===== src/hw/rtl/i2rd_pkg.sv =====
// ----------------------------------------------------------------------------
// i2rd_pkg: shared constants for the integer to radix digit converter
// Field widths, radix limits and the ASCII encoding of a digit.
// ----------------------------------------------------------------------------
package i2rd_pkg;

  localparam int unsigned RADIX_W = 5;
  localparam int unsigned DIGIT_W = 4;
  localparam int unsigned CHAR_W  = 7;
  localparam int unsigned IN_W    = 32;

  localparam logic [RADIX_W-1:0] RADIX_RESET = 5'd10;
  localparam logic [RADIX_W-1:0] RADIX_MIN   = 5'd2;
  localparam logic [RADIX_W-1:0] RADIX_MAX   = 5'd16;

  localparam logic [CHAR_W-1:0] CHAR_ZERO = 7'd48;  // '0'
  localparam logic [CHAR_W-1:0] CHAR_A    = 7'd65;  // 'A'

  // Digit 0-9 maps to '0'-'9', digit 10-15 maps to 'A'-'F'.
  function automatic logic [CHAR_W-1:0] ascii_of_digit(input logic [DIGIT_W-1:0] d);
    logic [CHAR_W-1:0] c;
    if (d < 4'd10) begin
      c = CHAR_ZERO + CHAR_W'(d);
    end else begin
      c = CHAR_A + CHAR_W'(d - 4'd10);
    end
    return c;
  endfunction

endpackage


===== src/hw/rtl/i2rd_front.sv =====
// ----------------------------------------------------------------------------
// i2rd_front: request intake and classification
// Registers each incoming value, masks it to the working width, flags zero
// values and holds the radix register with its saturated effective value.
// ----------------------------------------------------------------------------
module i2rd_front #(
  parameter int unsigned VALUE_BITS = 32
) (
  input  logic                             clk_i,
  input  logic                             rst_ni,
  input  logic                             in_valid_i,
  output logic                             in_ready_o,
  input  logic [i2rd_pkg::IN_W-1:0]        in_value_i,
  input  logic                             cfg_valid_i,
  input  logic [i2rd_pkg::RADIX_W-1:0]     cfg_data_i,
  output logic                             push_valid_o,
  input  logic                             push_ready_i,
  output logic [VALUE_BITS:0]              push_entry_o,
  output logic [i2rd_pkg::RADIX_W-1:0]     radix_o
);

  logic                             valid_q;
  logic [VALUE_BITS-1:0]            value_q;
  logic                             zero_q;
  logic [i2rd_pkg::RADIX_W-1:0]     radix_q;
  logic [63:0]                      wide_value;
  logic [VALUE_BITS-1:0]            masked_value;

  assign wide_value   = {32'd0, in_value_i};
  assign masked_value = wide_value[VALUE_BITS-1:0];
  assign in_ready_o   = !valid_q || push_ready_i;

  always_ff @(posedge clk_i or negedge rst_ni) begin
    if (!rst_ni) begin
      valid_q <= 1'b0;
      radix_q <= i2rd_pkg::RADIX_RESET;
    end else begin
      if (in_valid_i && in_ready_o) begin
        valid_q <= 1'b1;
      end else if (push_ready_i) begin
        valid_q <= 1'b0;
      end
      if (cfg_valid_i) begin
        radix_q <= cfg_data_i;
      end
    end
  end

  always_ff @(posedge clk_i) begin
    if (in_valid_i && in_ready_o) begin
      value_q <= masked_value;
      zero_q  <= (masked_value == '0);
    end
  end

  // Radix values below two or above sixteen saturate to the nearest limit.
  always_comb begin
    if (radix_q < i2rd_pkg::RADIX_MIN) begin
      radix_o = i2rd_pkg::RADIX_MIN;
    end else if (radix_q > i2rd_pkg::RADIX_MAX) begin
      radix_o = i2rd_pkg::RADIX_MAX;
    end else begin
      radix_o = radix_q;
    end
  end

  assign push_valid_o = valid_q;
  assign push_entry_o = {zero_q, value_q};

endmodule


===== src/hw/rtl/i2rd_fifo.sv =====
// ----------------------------------------------------------------------------
// i2rd_fifo: two-entry queue between intake and conversion
// Lets the intake take a new request while the converter is still busy.
// ----------------------------------------------------------------------------
module i2rd_fifo #(
  parameter int unsigned WIDTH = 33
) (
  input  logic             clk_i,
  input  logic             rst_ni,
  input  logic             push_valid_i,
  output logic             push_ready_o,
  input  logic [WIDTH-1:0] push_data_i,
  output logic             pop_valid_o,
  input  logic             pop_ready_i,
  output logic [WIDTH-1:0] pop_data_o
);

  logic [WIDTH-1:0] mem_q [2];
  logic             wr_ptr_q;
  logic             rd_ptr_q;
  logic [1:0]       count_q;
  logic             do_push;
  logic             do_pop;

  assign push_ready_o = (count_q != 2'd2);
  assign pop_valid_o  = (count_q != 2'd0);
  assign pop_data_o   = mem_q[rd_ptr_q];
  assign do_push      = push_valid_i && push_ready_o;
  assign do_pop       = pop_valid_o && pop_ready_i;

  always_ff @(posedge clk_i or negedge rst_ni) begin
    if (!rst_ni) begin
      wr_ptr_q <= 1'b0;
      rd_ptr_q <= 1'b0;
      count_q  <= 2'd0;
    end else begin
      if (do_push) begin
        wr_ptr_q <= !wr_ptr_q;
      end
      if (do_pop) begin
        rd_ptr_q <= !rd_ptr_q;
      end
      if (do_push && !do_pop) begin
        count_q <= count_q + 2'd1;
      end else if (do_pop && !do_push) begin
        count_q <= count_q - 2'd1;
      end
    end
  end

  always_ff @(posedge clk_i) begin
    if (do_push) begin
      mem_q[wr_ptr_q] <= push_data_i;
    end
  end

endmodule


===== src/hw/rtl/i2rd_back.sv =====
// ----------------------------------------------------------------------------
// i2rd_back: iterative radix conversion and digit output
// Divides by the radix eight quotient bits per cycle, stores each remainder
// and then plays the digits back most significant first.
// ----------------------------------------------------------------------------
module i2rd_back #(
  parameter int unsigned VALUE_BITS = 32
) (
  input  logic                           clk_i,
  input  logic                           rst_ni,
  input  logic                           pop_valid_i,
  output logic                           pop_ready_o,
  input  logic [VALUE_BITS:0]            pop_entry_i,
  input  logic [i2rd_pkg::RADIX_W-1:0]   radix_i,
  output logic                           out_valid_o,
  input  logic                           out_ready_i,
  output logic [i2rd_pkg::CHAR_W-1:0]    out_char_o,
  output logic                           out_last_o,
  output logic                           out_empty_o
);

  localparam int unsigned QW     = ((VALUE_BITS + 7) / 8) * 8;
  localparam int unsigned STEPS  = QW / 8;
  localparam int unsigned STEP_W = (STEPS > 1) ? $clog2(STEPS) : 1;
  localparam int unsigned AW     = $clog2(VALUE_BITS);
  localparam int unsigned CW     = $clog2(VALUE_BITS + 1);

  typedef enum logic [2:0] {
    ST_IDLE,
    ST_DIV,
    ST_ZERO,
    ST_READ,
    ST_EMIT
  } state_e;

  state_e                              state_q;
  logic [QW-1:0]                       quo_q;
  logic [i2rd_pkg::DIGIT_W-1:0]        rem_q;
  logic [STEP_W-1:0]                   step_q;
  logic [CW-1:0]                       count_q;
  logic [AW-1:0]                       idx_q;
  logic                                out_valid_q;
  logic [i2rd_pkg::CHAR_W-1:0]         out_char_q;
  logic                                out_last_q;
  logic                                out_empty_q;

  logic [i2rd_pkg::DIGIT_W-1:0]        digit_mem [VALUE_BITS];
  logic [i2rd_pkg::DIGIT_W-1:0]        rd_data_q;

  logic [QW-1:0]                       quo_d;
  logic [i2rd_pkg::DIGIT_W-1:0]        rem_d;
  logic [i2rd_pkg::RADIX_W-1:0]        part;
  logic                                out_free;
  logic                                last_step;
  logic                                digit_wr;
  logic                                beat_load;

  // Eight restoring division steps on a narrow partial remainder.
  always_comb begin
    part  = {1'b0, rem_q};
    quo_d = quo_q;
    for (int i = 0; i < 8; i++) begin
      part  = {part[i2rd_pkg::DIGIT_W-1:0], quo_d[QW-1]};
      quo_d = {quo_d[QW-2:0], 1'b0};
      if (part >= radix_i) begin
        part     = part - radix_i;
        quo_d[0] = 1'b1;
      end
    end
    rem_d = part[i2rd_pkg::DIGIT_W-1:0];
  end

  assign out_free    = !out_valid_q || out_ready_i;
  assign last_step   = (step_q == STEP_W'(STEPS - 1));
  assign digit_wr    = (state_q == ST_DIV) && last_step;
  assign pop_ready_o = (state_q == ST_IDLE);
  assign beat_load   = ((state_q == ST_ZERO) || (state_q == ST_EMIT)) && out_free;

  always_ff @(posedge clk_i or negedge rst_ni) begin
    if (!rst_ni) begin
      state_q     <= ST_IDLE;
      quo_q       <= '0;
      rem_q       <= '0;
      step_q      <= '0;
      count_q     <= '0;
      idx_q       <= '0;
      out_valid_q <= 1'b0;
      out_char_q  <= '0;
      out_last_q  <= 1'b0;
      out_empty_q <= 1'b0;
    end else begin
      if (beat_load) begin
        out_valid_q <= 1'b1;
      end else if (out_ready_i) begin
        out_valid_q <= 1'b0;
      end
      unique case (state_q)
        ST_IDLE: begin
          if (pop_valid_i) begin
            quo_q   <= QW'(pop_entry_i[VALUE_BITS-1:0]);
            rem_q   <= '0;
            step_q  <= '0;
            count_q <= '0;
            state_q <= pop_entry_i[VALUE_BITS] ? ST_ZERO : ST_DIV;
          end
        end
        ST_DIV: begin
          quo_q <= quo_d;
          if (last_step) begin
            rem_q   <= '0;
            step_q  <= '0;
            count_q <= count_q + CW'(1);
            if ((quo_d == '0) || (count_q == CW'(VALUE_BITS - 1))) begin
              idx_q   <= count_q[AW-1:0];
              state_q <= ST_READ;
            end
          end else begin
            rem_q  <= rem_d;
            step_q <= step_q + STEP_W'(1);
          end
        end
        ST_ZERO: begin
          if (out_free) begin
            out_char_q  <= '0;
            out_last_q  <= 1'b1;
            out_empty_q <= 1'b1;
            state_q     <= ST_IDLE;
          end
        end
        ST_READ: begin
          state_q <= ST_EMIT;
        end
        ST_EMIT: begin
          if (out_free) begin
            out_char_q  <= i2rd_pkg::ascii_of_digit(rd_data_q);
            out_last_q  <= (idx_q == '0);
            out_empty_q <= 1'b0;
            if (idx_q == '0) begin
              state_q <= ST_IDLE;
            end else begin
              idx_q   <= idx_q - AW'(1);
              state_q <= ST_READ;
            end
          end
        end
        default: begin
          state_q <= ST_IDLE;
        end
      endcase
    end
  end

  // Digit store: written least significant first, read back in reverse.
  always_ff @(posedge clk_i) begin
    if (digit_wr) begin
      digit_mem[count_q[AW-1:0]] <= rem_d;
    end
  end

  always_ff @(posedge clk_i) begin
    rd_data_q <= digit_mem[idx_q];
  end

  assign out_valid_o = out_valid_q;
  assign out_char_o  = out_char_q;
  assign out_last_o  = out_last_q;
  assign out_empty_o = out_empty_q;

endmodule


===== src/hw/rtl/integer_to_radix_digits_unit.sv =====
// ----------------------------------------------------------------------------
// integer_to_radix_digits_unit: unsigned integer to base-N ASCII digits
// Converts each request to the digits of a configured radix, most
// significant first, one ASCII character per output transfer.
// ----------------------------------------------------------------------------
// Usage:
// The slave stream takes one 32-bit unsigned value per request; only its
// low VALUE_BITS bits are converted. The master stream returns one transfer
// per digit: tdata holds the ASCII character, tlast marks the least
// significant digit and tuser flags the single transfer given for a zero
// value (character code 0, tlast 1). The config channel writes the radix;
// values below 2 or above 16 saturate. It is always ready; the user must
// write it only while the unit is idle, as the unit does not enforce this.
// A request enters an input register and a two-entry queue, so new requests
// are taken while the converter works. Conversion divides by the radix eight
// quotient bits per cycle for each digit, writing each remainder to the
// registered digit store; playback then reads each digit from the store and
// loads it into the output register. The converter takes the next request
// only after its last digit has been loaded.
// Reset returns the radix to 10 and empties the queue and output register.
// When the receiver stalls, the output register holds its transfer, the
// converter waits, and the queue and then the input register fill, so
// s_axis_tready drops.
// ----------------------------------------------------------------------------
module integer_to_radix_digits_unit #(
  parameter int unsigned VALUE_BITS = 32
) (
  input  logic                          clk_i,
  input  logic                          rst_ni,
  // Request stream.
  input  logic                          s_axis_tvalid,
  output logic                          s_axis_tready,
  input  logic [31:0]                   s_axis_tdata,   // [31:0] value
  // Digit stream.
  output logic                          m_axis_tvalid,
  input  logic                          m_axis_tready,
  output logic [7:0]                    m_axis_tdata,   // [6:0] digit_char, [7] zero fill
  output logic                          m_axis_tlast,   // last_digit
  output logic                          m_axis_tuser,   // [0] empty_result
  // Radix configuration.
  input  logic                          cfg_valid_i,
  output logic                          cfg_ready_o,
  input  logic [i2rd_pkg::RADIX_W-1:0]  cfg_data_i
);

  localparam int unsigned ENTRY_W = VALUE_BITS + 1;

  logic                                 front_valid;
  logic                                 front_ready;
  logic [ENTRY_W-1:0]                   front_entry;
  logic                                 queue_valid;
  logic                                 queue_ready;
  logic [ENTRY_W-1:0]                   queue_entry;
  logic [i2rd_pkg::RADIX_W-1:0]         radix;
  logic [i2rd_pkg::CHAR_W-1:0]          digit_char;

  // The radix register accepts a write in every cycle.
  assign cfg_ready_o = 1'b1;

  i2rd_front #(
    .VALUE_BITS (VALUE_BITS)
  ) u_front (
    .clk_i        (clk_i),
    .rst_ni       (rst_ni),
    .in_valid_i   (s_axis_tvalid),
    .in_ready_o   (s_axis_tready),
    .in_value_i   (s_axis_tdata),
    .cfg_valid_i  (cfg_valid_i),
    .cfg_data_i   (cfg_data_i),
    .push_valid_o (front_valid),
    .push_ready_i (front_ready),
    .push_entry_o (front_entry),
    .radix_o      (radix)
  );

  i2rd_fifo #(
    .WIDTH (ENTRY_W)
  ) u_fifo (
    .clk_i        (clk_i),
    .rst_ni       (rst_ni),
    .push_valid_i (front_valid),
    .push_ready_o (front_ready),
    .push_data_i  (front_entry),
    .pop_valid_o  (queue_valid),
    .pop_ready_i  (queue_ready),
    .pop_data_o   (queue_entry)
  );

  i2rd_back #(
    .VALUE_BITS (VALUE_BITS)
  ) u_back (
    .clk_i       (clk_i),
    .rst_ni      (rst_ni),
    .pop_valid_i (queue_valid),
    .pop_ready_o (queue_ready),
    .pop_entry_i (queue_entry),
    .radix_i     (radix),
    .out_valid_o (m_axis_tvalid),
    .out_ready_i (m_axis_tready),
    .out_char_o  (digit_char),
    .out_last_o  (m_axis_tlast),
    .out_empty_o (m_axis_tuser)
  );

  assign m_axis_tdata = {1'b0, digit_char};

endmodule

===== config.mk =====
export PLATFORM = sky130hd
export DESIGN_NAME = integer_to_radix_digits_unit
export DESIGN_NICKNAME = d
export VERILOG_FILES = /design/src/hw/rtl/i2rd_pkg.sv /design/src/hw/rtl/i2rd_front.sv /design/src/hw/rtl/i2rd_fifo.sv /design/src/hw/rtl/i2rd_back.sv /design/src/hw/rtl/integer_to_radix_digits_unit.sv
export SDC_FILE = /design/constraint.sdc
export NUM_CORES = 1
export LEC_CHECK = 0
export ABC_AREA = 1
export BUFFER_PORTS_ARGS = -buffer_cell sky130_fd_sc_hd__buf_2
export CORE_ASPECT_RATIO = 0.6
export CORE_MARGIN = 1.5
export CORE_UTILIZATION = 30
export DETAILED_ROUTE_END_ITERATION = 10
export HOLD_SLACK_MARGIN = 0.05
export PLACE_DENSITY = 0.42
export SYNTH_ARGS = -nofsm -noshare
export SYNTH_HDL_FRONTEND = slang
export SYNTH_SLANG_ARGS = --single-unit

===== constraint.sdc =====
create_clock -name clk_i -period 11 [get_ports clk_i]
set_input_delay 2.2 -clock clk_i [delete_from_list [all_inputs] [get_ports clk_i]]
set_output_delay 2.2 -clock clk_i [all_outputs]
set_load 0.02 [all_outputs]

==> reports/results.ini, run 1 <==
[outcome]
outcome=finished, final reports clean

[cts]
cts_tree=yes
cts_root_buf=clkbuf_16
clock_path_buffers=3
htreeDepth=1
clk_latency_ns=0.60
cts.sinks=303
cts_hold_buffers=0
clk_pin_slew_ns=0.07
cts_made_buffers=31

[worst_setup_path]
cp.arrival_ns=10.12
endpoint_kind=register
path_buf_inv=13
crit_path_end=u_back.digit_mem[15][0]
r2r-end=u_back.digit_mem[15][0]
cp.depth=65
critPathKind=reg -> reg
crit_family=simple AND/OR/NAND/NOR gates
cp-startpoint=u_front.radix_q[3]
crit_path_max_fanout=32
crit_slowest_cell=dfstp_2
required_ns=11.31
cpMostUsedCell=nand2_1
r2r-start=u_front.radix_q[3]
rr_worst_depth=65
r2r_setup_slack_ns=1.19
cpPeakStageDelay_ns=0.55
start_kind=register

[sta]
fin_crit_ns=9.81
rsz0062_at_grt=no
fin_tns_setup_ns=0
setup_slack_ns=1.19
fmax_mhz=102
finClkSkew_ns=0.0125
worst_pin_slew_ns=1.14
maxSlewHeadroom=0.236
maxSlewViolCount=0
hold_viol_final=0
setup_viol=0
finalCritPeriodShare=0.892

[grt]
grt_pass1_vias=9347
antenna_found_initial=0
grt.overflow.total=0
grt_pass1_wl_mm=59.7
grt_max_degree=69
grt_usage=0.164

[synth]
synth_edf_count=227
synth_top_area_frac=0.484
yosysSeqAreaShare=0.617
ys_top_cells_by_area=edfxtp_1 48%, dfrtp_1 12%, nand2_1 5.4%
ys_warn_count=0
syn_area_um2=14100
syn-num-nets=1386
synth-seq-cells=303
synth.distinct_cells=58
yosysTopAreaCell=edfxtp_1
async_flop_share=0.238
synthFlopType=edfxtp_1
avgSynthCellArea_um2=11.0
synthCells=1285

[layout]
fin_nets=1458
nFillCells=4671
drive_above_1_share=0.146
area_delta_synth_final_pct=15.0
final_common_cell=edfxtp_1
final_cell_mix=227 x edfxtp_1, 203 x nand2_1, 177 x nor2_1
final_util=0.350

[detailed_routing]
drt.antenna.violating_nets=0
vias_per_cell=4.75
vias=9545
drc=0
dr.pass1.iters=5
wirelength_mm=38.8
wl_per_cell_um=19.3
drt_iter0_drc=756

[die]
ios=55
die_h_um=171
fp.dieW_um=283
start_util=0.304
fp-row-count=61
die-area_um2=48300
coreArea_um2=46300

[run]
drv_cap=0

[placed_design]
dpl.hpwl_mm=26.3
buffer_ports.inserted=52
place.gp.congestion=0.829
dpl_worst_slack_ns=0.251

[worst_hold_path]
hold_class=reg -> reg

==> cell usage after synthesis (5+ instances only) <==
cell / number
o21ai_1: 15
nand2_1: 203
or2_2: 9
edfxtp_1: 227
nor4_1: 8
mux2i_1: 9
o22ai_1: 10
a22oi_1: 6
clkbuf_1: 16
inv_1: 100
xnor2_1: 10
nor2_1: 180
nand4_1: 11
nand2_2: 7
o21ai_0: 105
nor3_1: 7
buf_2: 20
dfrtp_1: 70
ha_1: 51
inv_2: 12
o211ai_1: 9
o31ai_1: 5
nor2_2: 6
nand3_1: 49
o221ai_1: 38
o311ai_0: 6
nor2_4: 7
a21oi_1: 20
xor2_1: 12
fa_1: 8
==> how the worst min path moves through the flow <==
stage                   startpoint                   to  depth (start not counted)
2_1_floorplan   u_front.value_q[0]   u_fifo.mem_q[0][0]                          0
4_1_cts         u_front.value_q[4]   u_fifo.mem_q[0][4]                          0
3_3_place_gp   u_front.value_q[19]  u_fifo.mem_q[1][19]                          0
6_report        u_front.value_q[4]   u_fifo.mem_q[0][4]                          0
3_5_place_dp    u_front.value_q[7]   u_fifo.mem_q[1][7]                          0
5_1_grt        u_front.value_q[22]  u_fifo.mem_q[1][22]                          0
==> metrics by stage <==
stage          hold WS, ns  area, µm²  cells
2_1_floorplan        0.421      14100   1285
6_report             0.444      16200   2011
5_1_grt              0.457      16200   2010
3_5_place_dp         0.432      15200   1953
4_1_cts              0.444      16200   2009
3_3_place_gp         0.430      15200   1953
==> state kept, by name, indices dropped and copies added (netlist names), 3 cells and up <==
name,flops
u_back.out_char_o,7
u_fifo.mem_q,66
u_back.quo_q,32
u_front.value_q,32
u_back.state_q,3
u_front.radix_q,5
u_back.digit_mem,128
u_back.rd_data_q,4
u_back.rem_q,4
u_back.count_q,6
u_back.idx_q,5
==> logic make-up after synthesis <==
logic type               after synthesis  share of synthesized area
adder cells (fa/ha/maj)               59                     0.0566
other                                  2                   0.000533
AO/OA/AOI/OAI                        232                      0.106
AND/OR/NAND/NOR                      497                      0.153
buffers and inverters                159                     0.0453
flip-flops                           303                      0.617
XOR/XNOR                              22                     0.0137
multiplexers                          11                    0.00799
==> timing repair <==
| action | CTS | global route |
|---|---|---|
| setup buffers | 0 | 1 |
| gates resized for setup | 0 | 15 |
| setup endpoints to repair | 0 | 138 |
| hold endpoints to repair | 0 | 0 |
==> metal layers <==
metal	GRT usage	share of wire	vias to the layer above
met2	0.215	0.37	193
met5	0	0	-
met4	0.0309	0.016	0
met3	0.0277	0.051	43
met1	0.274	0.56	4647
li1	-	-	4662
==> layout make-up <==
type	instances	area (µm²)	share of cell area
Sequential cell	303	8700	0.537
Inverter	115	432	0.0266
Clock inverter	17	151	0.00934
Antenna cell	1	2.50	0.000154
Clock buffer	39	816	0.0503
Multi-Input combinational cell	823	4820	0.297
Timing Repair Buffer	83	499	0.0308
Tap cell	630	788	0.0486
==> worst reg2reg max path: cells and delay by family (launching register included) <==
kind	cells	cell delay, ns
simple gates	34	3.35
fa+ha+maj	9	2.71
compound gates	8	1.56
buf+inv	13	1.15
flops	1	0.55
xor+xnor	1	0.17
Power of run 1 is not shown: default switching activity piles up to over one toggle a cycle in this logic, so the estimate is an artifact.
==> run 2: changes to the inputs <==
- SYNTH_HIERARCHICAL: unset -> 1
==> run 2 against run 1 <==
Effect of this change:
- count of clock-buffer cells in the layout decreased by 2
- design area increased by 1.2%
- routed wire length shrank 1.3%
- hold slack about the same
- synthesized area up 2.0%
- register-to-register slack got worse by 0.30 ns
- fmax down 3.0%
- first-iteration DRC count up 16%
- critical path type unchanged
- highest routed layer unchanged
==> reports/results.ini, run 2 <==
[run]
drv_cap=0  ; unchanged

[sta]
worst_pin_slew_ns=0.883  ; was 1.14 ns
finClkSkew_ns=0.0180  ; was 0.0125 ns
finalCritPeriodShare=0.919  ; was 0.892
maxSlewHeadroom=0.411  ; was 0.236
setup_viol=0  ; unchanged
fin_crit_ns=10.11  ; was 9.81 ns
rsz0062_at_grt=no  ; unchanged
fin_tns_setup_ns=0  ; unchanged
fmax_mhz=98.9  ; was 102 MHz
hold_viol_final=0  ; unchanged
maxSlewViolCount=0  ; unchanged

[detailed_routing]
drt.antenna.violating_nets=0  ; unchanged
vias=9780  ; was 9,545
wl_per_cell_um=18.2  ; was 19.3 µm
drt_iter0_drc=876  ; was 756
dr.pass1.iters=5  ; unchanged
vias_per_cell=4.65  ; was 4.75
wirelength_mm=38.3  ; was 38.8 mm
drc=0  ; unchanged

[layout]
nFillCells=4745  ; was 4,671
final_cell_mix=367 x nand2_1, 227 x edfxtp_1, 142 x nor2_1  ; was 227 x edfxtp_1, 203 x nand2_1, 177 x nor2_1
fin_nets=1549  ; was 1,458
final_common_cell=nand2_1  ; was edfxtp_1
drive_above_1_share=0.137  ; was 0.146
largest_reg_flops=128  ; unchanged
n_antenna_cell=0  ; was 1
area_delta_synth_final_pct=14.1  ; was 15.0%

[synth]
synth_most_common_cell=nand2_1  ; was edfxtp_1
synth_common_cells=367 x nand2_1, 227 x edfxtp_1, 144 x nor2_1  ; was 227 x edfxtp_1, 203 x nand2_1, 180 x nor2_1
ys_warn_count=6  ; was 0
async_flop_share=0.238  ; unchanged
avgSynthCellArea_um2=10.4  ; was 11.0 µm²
syn_area_um2=14400  ; was 14,100 µm²
synth_edf_count=227  ; unchanged
syn-num-nets=1479  ; was 1,386
synth-seq-cells=303  ; unchanged
synth_top_area_frac=0.474  ; was 0.484
synth.distinct_cells=52  ; was 58
synthFlopType=edfxtp_1  ; unchanged
synthCells=1378  ; was 1,285
yosysSeqAreaShare=0.605  ; was 0.617
yosysTopAreaCell=edfxtp_1  ; unchanged
ys_top_cells_by_area=edfxtp_1 47%, dfrtp_1 12%, nand2_1 9.6%  ; was edfxtp_1 48%, dfrtp_1 12%, nand2_1 5.4%

[worst_setup_path]
required_ns=11.33  ; was 11.31 ns
endpoint_kind=register  ; unchanged
r2r_setup_slack_ns=0.89  ; was 1.19 ns
start_kind=register  ; unchanged
crit_family=simple AND/OR/NAND/NOR gates  ; unchanged
cp.arrival_ns=10.44  ; was 10.12 ns
crit_slowest_cell=dfstp_2  ; unchanged
cpMostUsedCell=nand2_1  ; unchanged
cpPeakStageDelay_ns=0.54  ; was 0.55 ns
critPathKind=reg -> reg  ; unchanged
path_buf_inv=13  ; unchanged
crit_path_max_fanout=16  ; was 32

[die]
ios=55  ; unchanged
fp.dieW_um=286  ; was 283 µm
die-area_um2=49300  ; was 48,300 µm²
start_util=0.307  ; was 0.304
fp-row-count=61  ; unchanged
coreArea_um2=46800  ; was 46,300 µm²
die_h_um=173  ; was 171 µm

[cts]
cts.sinks=303  ; unchanged
clk_latency_ns=0.59  ; was 0.60 ns
cts_root_buf=clkbuf_16  ; unchanged
htreeDepth=1  ; unchanged
cts_tree=yes  ; unchanged
clk_pin_slew_ns=0.06  ; was 0.07 ns
clock_path_buffers=3  ; unchanged
cts_made_buffers=30  ; was 31

[grt]
grt_pass1_vias=9195  ; was 9,347
antenna_found_initial=1  ; was 0
grt_usage=0.154  ; was 0.164
grt_max_degree=67  ; was 69
grt_pass1_wl_mm=58.0  ; was 59.7 mm
grt.overflow.total=0  ; unchanged

[placed_design]
place.gp.congestion=0.837  ; was 0.829
buffer_ports.inserted=52  ; unchanged
dpl.hpwl_mm=26.2  ; was 26.3 mm

[worst_hold_path]
hold_class=reg -> reg  ; unchanged

[outcome]
outcome=finished, final reports clean  ; unchanged

==> run 2: changes by cell type after synthesis, sizes merged, moves of 10 or more <==
cell / delta
o221ai: -22
nand2: +178
a21oi: +22
o211ai: +12
o311ai: -10
nand3: -18
nor2: -39
o21ai: -29
o22ai: +12
==> run 2: area by class of cell <==
type,instances,area [µm²],share of cell area
clock buffers,37,797,0.0486
clock inverters,19,145,0.00885
inverters,118,459,0.0280
multi-input cells,910,4980,0.304
flip-flops and latches,303,8700,0.531
well taps,630,788,0.0481
repair buffers,84,519,0.0317
repair inverters,1,7.51,0.000458
==> run 2: final timing paths <==
path / from / end / cells past startpoint
worst max-delay path: u_front/radix_q[1] / u_back/digit_mem[26][0] / 65
worst min-delay path: u_front/value_q[27] / u_fifo/mem_q[1][27] / 0
worst max register to register: u_front/radix_q[1] / u_back/digit_mem[26][0] / 65
worst min register to register: u_front/value_q[27] / u_fifo/mem_q[1][27] / 0
max in group asynchronous: rst_ni / u_fifo/rd_ptr_q / 2
min in group asynchronous: rst_ni / u_back/out_valid_o / 1
==> run 2: cell families after synthesis <==
group,after synthesis,share of synthesized area
and+or+nand+nor,600,0.173
other,2,0.000522
muxes,18,0.0132
xor gates and xnor gates,21,0.0128
buffers and inverters,166,0.0528
adders and majority gates,59,0.0555
DFF,303,0.605
AOI/OAI and AO/OA,209,0.0867
==> run 2: timing repair <==
| action | 4_1_cts | 5_1_grt |
|---|---|---|
| setup endpoints to repair | 0 | 135 |
| setup buffers | 0 | 10 |
| gates resized for setup | 0 | 17 |
| hold buffers | 0 | 0 |
==> run 2: per-stage QoR <==
step                       util  hold WS [ns]  setup slack (ns)  std cells  area, µm²
after floorplan               -         0.421             0.970       1378      14400
after detailed placement  0.327         0.431             0.312       2034      15300
final                     0.351         0.445             0.888       2102      16400
after CTS                 0.347         0.443             0.240       2090      16300
after global routing      0.351         0.453            0.0290       2102      16400
after global placement    0.327         0.425             0.477       2034      15300
==> run 2: worst register-to-register path, delay by kind of cell, from the launching register on <==
| kind | cells | cell delay (ns) |
|---|---|---|
| adder cells (fa/ha/maj) | 9 | 2.75 |
| AO/OA/AOI/OAI | 9 | 1.53 |
| flip-flops | 1 | 0.54 |
| buffers and inverters | 13 | 1.24 |
| AND/OR/NAND/NOR | 33 | 3.66 |
| XOR/XNOR | 1 | 0.15 |
==> run 2: per-layer routing <==
layer	wire length, µm	part of all wire	global-route usage
met5	0	0	0
met4	476	0.012	0.0251
met3	2040	0.053	0.0294
met2	13200	0.34	0.184
met1	22600	0.59	0.272
Power of run 2 is left out for the same reason.
